### config.mk
export PLATFORM = sky130hd
export DESIGN_NAME = rational_add_sub_reduce_top
export DESIGN_NICKNAME = d
export VERILOG_FILES = /design/src/rtl/core/ras_pkg.sv /design/src/rtl/core/ras_mul.sv /design/src/rtl/core/ras_div.sv /design/src/rtl/core/rational_add_sub_reduce_top.sv
export VERILOG_INCLUDE_DIRS = /design/src /design/src/rtl/core
export SDC_FILE = /design/constraint.sdc
export NUM_CORES = 2
export LEC_CHECK = 0
export BUFFER_PORTS_ARGS = -buffer_cell sky130_fd_sc_hd__buf_2
export CORE_ASPECT_RATIO = 1.2
export CORE_MARGIN = 4
export CORE_UTILIZATION = 42
export DETAILED_ROUTE_END_ITERATION = 8
export GPL_ROUTABILITY_DRIVEN = 0
export PLACE_DENSITY = 0.66
export SETUP_SLACK_MARGIN = 0.2
export SYNTH_ARGS = -nofsm -noshare
export SYNTH_HDL_FRONTEND = slang
export SYNTH_HIERARCHICAL = 1
export SYNTH_SLANG_ARGS = --single-unit
export TNS_END_PERCENT = 5
### constraint.sdc
create_clock -name clk_i -period 37.5 [get_ports clk_i]
set_input_delay 1.875 -clock clk_i [delete_from_list [all_inputs] [get_ports clk_i]]
set_output_delay 1.875 -clock clk_i [all_outputs]
set_load 0.05 [all_outputs]
### src/rtl/core/rational_add_sub_reduce_top_defines.svh
// Assertion macros for the rational add/sub block.
`ifndef RATIONAL_ADD_SUB_REDUCE_TOP_DEFINES_SVH
`define RATIONAL_ADD_SUB_REDUCE_TOP_DEFINES_SVH

// Implication check on the rising clock edge, off during reset.
`define RAS_ASSERT_IMP(label, clk, rstn, ante, cons) \
  label: assert property (@(posedge clk) disable iff (!rstn) (ante) |-> (cons)) \
    else $error("assertion failed");

// Next-cycle implication check.
`define RAS_ASSERT_NXT(label, clk, rstn, ante, cons) \
  label: assert property (@(posedge clk) disable iff (!rstn) (ante) |=> (cons)) \
    else $error("assertion failed");

`endif

### src/rtl/core/ras_pkg.sv
`timescale 1ns / 1ps
`default_nettype none
package ras_pkg;
  localparam int unsigned NumW = 32;
  localparam int unsigned DenW = 31;
  localparam int unsigned WideW = 64;
  localparam int unsigned CntW = 7;

  typedef enum logic [3:0] {
    StIdle, StMul1, StMul2, StMul3, StSum, StGcdStart, StGcdDiv,
    StGcdNext, StDivNum, StDivDen, StDone
  } ras_state_e;

  // Divider control / status between sequencer and divider.
  typedef struct packed {
    logic start;
  } ras_div_ctl_t;

  typedef struct packed {
    logic busy;
    logic done;
  } ras_div_sts_t;
endpackage
`default_nettype wire

### src/rtl/core/ras_mul.sv
`timescale 1ns / 1ps
`default_nettype none
// Registered 32x31 unsigned multiplier.
module ras_mul (
  input  wire logic                        clk_i,
  input  wire logic [ras_pkg::NumW-1:0]    a_i,
  input  wire logic [ras_pkg::DenW-1:0]    b_i,
  output logic      [ras_pkg::WideW-1:0]   p_o
);
  import ras_pkg::*;
  logic [WideW-1:0] p_q;
  always_ff @(posedge clk_i) begin
    p_q <= WideW'(a_i) * WideW'(b_i);
  end
  assign p_o = p_q;
endmodule
`default_nettype wire

### src/rtl/core/ras_div.sv
`timescale 1ns / 1ps
`default_nettype none
// Restoring divider, one quotient bit per cycle. Divisor must be nonzero.
module ras_div (
  input  wire logic                       clk_i,
  input  wire logic                       rst_ni,
  input  wire ras_pkg::ras_div_ctl_t      ctl_i,
  input  wire logic [ras_pkg::WideW-1:0]  dividend_i,
  input  wire logic [ras_pkg::WideW-1:0]  divisor_i,
  output ras_pkg::ras_div_sts_t           sts_o,
  output logic      [ras_pkg::WideW-1:0]  quot_o,
  output logic      [ras_pkg::WideW-1:0]  rem_o
);
  import ras_pkg::*;
  logic [WideW-1:0] quot_q, quot_d, rem_q, rem_d, dvs_q, dvs_d;
  logic [CntW-1:0]  cnt_q, cnt_d;
  logic             busy_q, busy_d, done_q, done_d;
  logic [WideW:0]   trial;

  always_comb begin
    quot_d = quot_q;
    rem_d  = rem_q;
    dvs_d  = dvs_q;
    cnt_d  = cnt_q;
    busy_d = busy_q;
    done_d = 1'b0;
    trial  = '0;
    if (ctl_i.start) begin
      quot_d = dividend_i;
      rem_d  = '0;
      dvs_d  = divisor_i;
      cnt_d  = '0;
      busy_d = 1'b1;
    end else if (busy_q) begin
      trial = {rem_q, quot_q[WideW-1]} - {1'b0, dvs_q};
      if (!trial[WideW]) begin
        rem_d  = trial[WideW-1:0];
        quot_d = {quot_q[WideW-2:0], 1'b1};
      end else begin
        rem_d  = {rem_q[WideW-2:0], quot_q[WideW-1]};
        quot_d = {quot_q[WideW-2:0], 1'b0};
      end
      cnt_d = cnt_q + 1'b1;
      if (cnt_q == CntW'(WideW - 1)) begin
        busy_d = 1'b0;
        done_d = 1'b1;
      end
    end
  end

  always_ff @(posedge clk_i or negedge rst_ni) begin
    if (!rst_ni) begin
      busy_q <= 1'b0;
      done_q <= 1'b0;
      cnt_q  <= '0;
    end else begin
      busy_q <= busy_d;
      done_q <= done_d;
      cnt_q  <= cnt_d;
    end
  end

  always_ff @(posedge clk_i) begin
    quot_q <= quot_d;
    rem_q  <= rem_d;
    dvs_q  <= dvs_d;
  end

  assign sts_o.busy = busy_q;
  assign sts_o.done = done_q;
  assign quot_o = quot_q;
  assign rem_o  = rem_q;
endmodule
`default_nettype wire

### src/rtl/core/rational_add_sub_reduce_top.sv
`timescale 1ns / 1ps
`default_nettype none
// Adds or subtracts two fractions n1/d1 and n2/d2 and returns the sum or
// difference reduced to lowest terms, sign on the numerator. Zero numerator
// gives 0/1, a zero input denominator gives 0/0. One item at a time: the
// block forms the three products on one registered 32x31 multiplier, then
// runs Euclid's algorithm on a shared 64-bit restoring divider (up to
// roughly 90 remainder steps worst case) and two more divisions for the
// reduction. in_stall_o stays high until the result has been taken;
// out_valid_o holds until out_stall_i is low.
module rational_add_sub_reduce_top (
  input  wire logic                        clk_i,
  input  wire logic                        rst_ni,
  input  wire logic                        in_valid_i,
  output logic                             in_stall_o,
  input  wire logic                        req_type_i,
  input  wire logic signed [31:0]          first_num_i,
  input  wire logic        [30:0]          first_den_i,
  input  wire logic signed [31:0]          second_num_i,
  input  wire logic        [30:0]          second_den_i,
  output logic                             out_valid_o,
  input  wire logic                        out_stall_i,
  output logic signed [63:0]               result_num_o,
  output logic        [62:0]               result_den_o
);
  import ras_pkg::*;
  `include "rational_add_sub_reduce_top_defines.svh"

  ras_state_e state_q, state_d;

  // item operands
  logic             sub_q;
  logic [NumW-1:0]  n1_q, n2_q;
  logic [DenW-1:0]  d1_q, d2_q;
  logic             n1neg, n2neg;
  // products and working values
  logic [WideW-1:0] p_q, p_d, q_q, q_d, den_q, den_d;
  logic [WideW-1:0] mag_q, mag_d, ga_q, ga_d, gb_q, gb_d, g_q, g_d;
  logic             neg_q, neg_d, bad_q, bad_d;
  logic [WideW-1:0] rnum_q, rnum_d;
  logic [WideW-2:0] rden_q, rden_d;

  // multiplier operand selection
  logic [NumW-1:0]  mul_a;
  logic [DenW-1:0]  mul_b;
  logic [WideW-1:0] mul_p;

  // divider
  ras_div_ctl_t     div_ctl;
  ras_div_sts_t     div_sts;
  logic [WideW-1:0] div_a, div_b, div_qt, div_rm;

  logic [WideW-1:0] sp, sq, snum;

  assign n1neg = n1_q[NumW-1];
  assign n2neg = n2_q[NumW-1];

  ras_mul u_mul (
    .clk_i (clk_i),
    .a_i   (mul_a),
    .b_i   (mul_b),
    .p_o   (mul_p)
  );

  ras_div u_div (
    .clk_i      (clk_i),
    .rst_ni     (rst_ni),
    .ctl_i      (div_ctl),
    .dividend_i (div_a),
    .divisor_i  (div_b),
    .sts_o      (div_sts),
    .quot_o     (div_qt),
    .rem_o      (div_rm)
  );

  always_comb begin
    state_d = state_q;
    p_d = p_q; q_d = q_q; den_d = den_q;
    mag_d = mag_q; ga_d = ga_q; gb_d = gb_q; g_d = g_q;
    neg_d = neg_q; bad_d = bad_q;
    rnum_d = rnum_q; rden_d = rden_q;
    mul_a = '0; mul_b = '0;
    div_ctl.start = 1'b0;
    div_a = '0; div_b = '0;
    sp = '0; sq = '0; snum = '0;
    case (state_q)
      StIdle: begin
        if (in_valid_i) state_d = StMul1;
      end
      StMul1: begin
        // |n1| * d2
        mul_a = n1neg ? (~n1_q + 1'b1) : n1_q;
        mul_b = d2_q;
        bad_d = (d1_q == '0) || (d2_q == '0);
        state_d = StMul2;
      end
      StMul2: begin
        p_d = mul_p;
        mul_a = n2neg ? (~n2_q + 1'b1) : n2_q;
        mul_b = d1_q;
        state_d = StMul3;
      end
      StMul3: begin
        q_d = mul_p;
        mul_a = NumW'(d1_q);
        mul_b = d2_q;
        state_d = StSum;
      end
      StSum: begin
        den_d = mul_p;
        sp = n1neg ? (~p_q + 1'b1) : p_q;
        sq = (n2neg ^ sub_q) ? (~q_q + 1'b1) : q_q;
        snum = sp + sq;
        neg_d = snum[WideW-1];
        mag_d = snum[WideW-1] ? (~snum + 1'b1) : snum;
        if (bad_q) begin
          rnum_d = '0;
          rden_d = '0;
          state_d = StDone;
        end else begin
          ga_d = snum[WideW-1] ? (~snum + 1'b1) : snum;
          gb_d = mul_p;
          state_d = StGcdStart;
        end
      end
      StGcdStart: begin
        if (gb_q == '0) begin
          g_d = ga_q;
          div_ctl.start = 1'b1;
          div_a = mag_q;
          div_b = ga_q;
          state_d = StDivNum;
        end else begin
          div_ctl.start = 1'b1;
          div_a = ga_q;
          div_b = gb_q;
          state_d = StGcdDiv;
        end
      end
      StGcdDiv: begin
        if (div_sts.done) begin
          ga_d = gb_q;
          gb_d = div_rm;
          state_d = StGcdStart;
        end
      end
      StDivNum: begin
        if (div_sts.done) begin
          rnum_d = neg_q ? (~div_qt + 1'b1) : div_qt;
          div_ctl.start = 1'b1;
          div_a = den_q;
          div_b = g_q;
          state_d = StDivDen;
        end
      end
      StDivDen: begin
        if (div_sts.done) begin
          rden_d = div_qt[WideW-2:0];
          state_d = StDone;
        end
      end
      StDone: begin
        if (!out_stall_i) state_d = StIdle;
      end
      default: state_d = StIdle;
    endcase
  end

  always_ff @(posedge clk_i or negedge rst_ni) begin
    if (!rst_ni) begin
      state_q <= StIdle;
    end else begin
      state_q <= state_d;
    end
  end

  always_ff @(posedge clk_i) begin
    if (state_q == StIdle && in_valid_i) begin
      sub_q <= req_type_i;
      n1_q  <= first_num_i;
      d1_q  <= first_den_i;
      n2_q  <= second_num_i;
      d2_q  <= second_den_i;
    end
    p_q <= p_d; q_q <= q_d; den_q <= den_d;
    mag_q <= mag_d; ga_q <= ga_d; gb_q <= gb_d; g_q <= g_d;
    neg_q <= neg_d; bad_q <= bad_d;
    rnum_q <= rnum_d; rden_q <= rden_d;
  end

  assign in_stall_o   = (state_q != StIdle);
  assign out_valid_o  = (state_q == StDone);
  assign result_num_o = rnum_q;
  assign result_den_o = rden_q;

  // Divider is only started from the Euclid or reduction states.
  `RAS_ASSERT_IMP(a_start_ctx, clk_i, rst_ni, div_ctl.start,
    (state_q == StGcdStart) || (state_q == StDivNum))
  // A held result keeps its value while stalled.
  `RAS_ASSERT_NXT(a_hold, clk_i, rst_ni, out_valid_o && out_stall_i,
    out_valid_o && $stable(result_num_o) && $stable(result_den_o))
  // No input accepted while a result is pending.
  `RAS_ASSERT_IMP(a_busy, clk_i, rst_ni, out_valid_o, in_stall_o)
endmodule
`default_nettype wire
==> summary.txt <==
Clocking
  – Worst-path clk slew: 0.06 ns
  – CTS Sinks: 972
  – Buffer depth of the longest clock path: 3
  – Hold buffer count at cts: 0
  – Number of buffers inserted during clock tree synthesis: 103
  – Post-CTS setup repair buffer count: 0
  – Number of gates resized after CTS: 0
  – Number of levels the H-tree was split into: 3
  – Root buf cell: sky130_fd_sc_hd__clkbuf_16
  – Clk_lat worst skew: 0.81 ns
  – Clock tree from TritonCTS: built

STA
  – Highest attainable clock frequency: 91.6 MHz
  – Post-route clock skew: 0.0786 ns
  – Max-slew headroom at the worst pin: 0.0850
  – Min cycle time layout: 10.91 ns
  – Period Utilization, post-route: 0.291
  – Number of hold violations in the final report: 0
  – Fin. max-slew vios: 0
  – Final Worst Setup Slack: 26.59 ns
  – Setup total negative slack: 0 ns
  – Finish-stage setup viols: 0
  – Post-route worst hold slack: 0.437 ns
  – Unrepaired setup endpoints after global routing: false
  – Worst Max-Slew Pin Slew: 1.36 ns

Setup path
  – R2R setup slack: 26.59 ns
  – Cell repeated most along the worst path: sky130_fd_sc_hd__fa_1
  – Kind of end point of the critical path: flop
  – Startpoint type of the worst setup path: flop
  – Arrival time of data at the critical path endpoint: 11.57 ns
  – Crit Path Max Fanout: 31
  – Crit path kind: flop to flop
  – Slowest stage cell on the critical path: sky130_fd_sc_hd__or4_1
  – Delay of the slowest cell on the worst path: 0.58 ns
  – Worst EP required: 38.15 ns

Synthesis
  – Post-Synthesis Cells: 8,479
  – Avg Synthesized Cell Area: 9.94 sq um
  – Number of nets in the synthesized netlist: 9,868
  – Netlist area before placement: 84,300 sq um
  – Count of yosys warnings during synthesis: 6

Drt
  – First DRT Iteration DRCs: 5,351
  – Number of detailed-route iterations in the first pass: 8
  – Average wire length per cell after detail routing: 22.1 um
  – Total via count after detailed routing: 63,600
  – Total DRC errors in the routed layout: 0
  – Remaining antenna violation count: 0
  – Routed wire length: 248,000 um
  – Routed via count divided by cell count: 5.68

Floorplanning
  – Die span in x: 417 um
  – Starting density of the core: 0.424
  – Die area: 208,000 sq um
  – Core ar.: 199,000 sq um
  – DIE HEIGHT: 499 um
  – Ports placed on the boundary: 260
  – Cell row count: 179

Placed design
  – Number of I/O port buffers: 259
  – Detailed placement HPWL: 189,000 um
  – Placed cell count: 11,000
  – Post-Place Setup Slack: 26.75 ns

Worst hold path
  – Hold WC Path Type: flop to flop

Job
  – Number of max-capacitance violations reported: 0

Final layout
  – Fraction of final layout cells with drive strength greater than 1: 0.0928
  – Sequential standard cell area: 27,900 sq um
  – Area added between synthesis and finish: 8.74%
  – Layout fillers: 18,500
  – Final non-filler cell total: 11,200
  – Combined area of the multi-input logic cells: 51,100 sq um
  – Final-stage net count: 9,867

GRT
  – Total routing usage reported by global routing: 0.236
  – Via count of the first global-routing pass: 66,300
  – Total congestion overflow: 0
  – Number of antenna violations at the first check in global routing: 11
  – First-pass GRT wire length: 384,000 um
  – Largest net degree at the start of global routing: 96

Outcome
  – Result of the run: finished clean
[flip-flops by register name, indices dropped and copies added (netlist names), 63 cells and up]
register and flops:
den_q 64, g_q 64, ga_q 64, gb_q 64
mag_q 64, p_q 64, q_q 64, result_num_o 64
u_div/dvs_q 64, u_div/quot_o 64, u_div/rem_o 64, result_den_o 63
u_mul/p_o 63
[critical path: cells and delay by family (launching register included)]
family | cells | cell delay, ns
AOI/OAI and AO/OA | 6 | 2.03
xor gates and xnor gates | 1 | 0.16
adders and majority gates | 9 | 4.39
buffers and inverters | 5 | 0.65
DFF | 1 | 0.42
and+or+nand+nor | 11 | 3.13
[per-stage QoR]
step                      instance area [sq um]  utilization
final                                     91600        0.461
after global routing                      91600        0.461
after CTS                                 91600        0.461
after detailed placement                  88200        0.443
after global placement                    88200        0.443
after floorplan                           84300            -
[final timing paths]
| check | startpoint | end | depth (start not counted) |
|---|---|---|---|
| max in group asynchronous | rst_ni | u_div/busy_q$_DFF_PN0_ | 1 |
| hold reg to reg | ga_q[18]$_DFFE_PP_ | g_q[18]$_DFFE_PP_ | 0 |
| setup reg to reg | n1_q[8]$_DFFE_PP_ | u_mul/p_o[55]$_DFF_P_ | 32 |
| hold / removal | ga_q[18]$_DFFE_PP_ | g_q[18]$_DFFE_PP_ | 0 |
| min in group asynchronous | rst_ni | state_q[3]$_DFFE_PN0P_ | 1 |
| setup / recovery | n1_q[8]$_DFFE_PP_ | u_mul/p_o[55]$_DFF_P_ | 32 |
[per-layer routing]
metal  share of wire  up-vias  GRT usage
li1                -    28400          -
met1            0.39    31600      0.295
met2            0.48     2856      0.405
met3           0.075      681     0.0356
met4           0.052        6      0.108
met5         0.00015        -          0
[layout make-up]
cell class              instances  share of cell area
flip-flops and latches        972               0.304
clock inverters                61             0.00755
repair buffers                355              0.0220
inverters                    1034              0.0424
diodes                          7            0.000191
multi-input cells            6012               0.558
well taps                    2624              0.0358
clock buffers                 131              0.0300
[cell usage in the layout, fill, tap and decap left out, types with 23 or more instances in the layout]
| cell type | instances |
|---|---|
| sky130_fd_sc_hd__dfxtp_1 | 127 |
| sky130_fd_sc_hd__mux2_2 | 127 |
| sky130_fd_sc_hd__o21ai_0 | 362 |
| sky130_fd_sc_hd__nand2b_1 | 45 |
| sky130_fd_sc_hd__fa_1 | 868 |
| sky130_fd_sc_hd__inv_1 | 1031 |
| sky130_fd_sc_hd__nor4_1 | 58 |
| sky130_fd_sc_hd__a211oi_1 | 28 |
| sky130_fd_sc_hd__a21o_1 | 83 |
| sky130_fd_sc_hd__or3_1 | 64 |
| sky130_fd_sc_hd__edfxtp_1 | 832 |
| sky130_fd_sc_hd__nor2b_1 | 23 |
| sky130_fd_sc_hd__o31ai_1 | 98 |
| sky130_fd_sc_hd__and3_1 | 88 |
| sky130_fd_sc_hd__a22oi_1 | 35 |
| sky130_fd_sc_hd__xnor2_1 | 256 |
| sky130_fd_sc_hd__nand4_1 | 83 |
| sky130_fd_sc_hd__buf_4 | 96 |
| sky130_fd_sc_hd__mux2i_1 | 88 |
| sky130_fd_sc_hd__nor3_1 | 80 |
| sky130_fd_sc_hd__nor2_1 | 334 |
| sky130_fd_sc_hd__a311oi_1 | 34 |
| sky130_fd_sc_hd__o21bai_1 | 29 |
| sky130_fd_sc_hd__buf_2 | 259 |
| sky130_fd_sc_hd__a21oi_1 | 353 |
| sky130_fd_sc_hd__a31oi_1 | 30 |
| sky130_fd_sc_hd__ha_1 | 390 |
| sky130_fd_sc_hd__nand3_1 | 62 |
| sky130_fd_sc_hd__or4_1 | 34 |
| sky130_fd_sc_hd__and2_1 | 546 |
| sky130_fd_sc_hd__o211ai_1 | 31 |
| sky130_fd_sc_hd__nand2_1 | 1168 |
| sky130_fd_sc_hd__o41ai_1 | 30 |
| sky130_fd_sc_hd__o21a_1 | 26 |
| sky130_fd_sc_hd__xor2_1 | 193 |
| sky130_fd_sc_hd__clkbuf_16 | 104 |
Power is left out: the tool's default activity adds up to more than one toggle a clock period on the data nets, which glitch-free logic cannot reach.
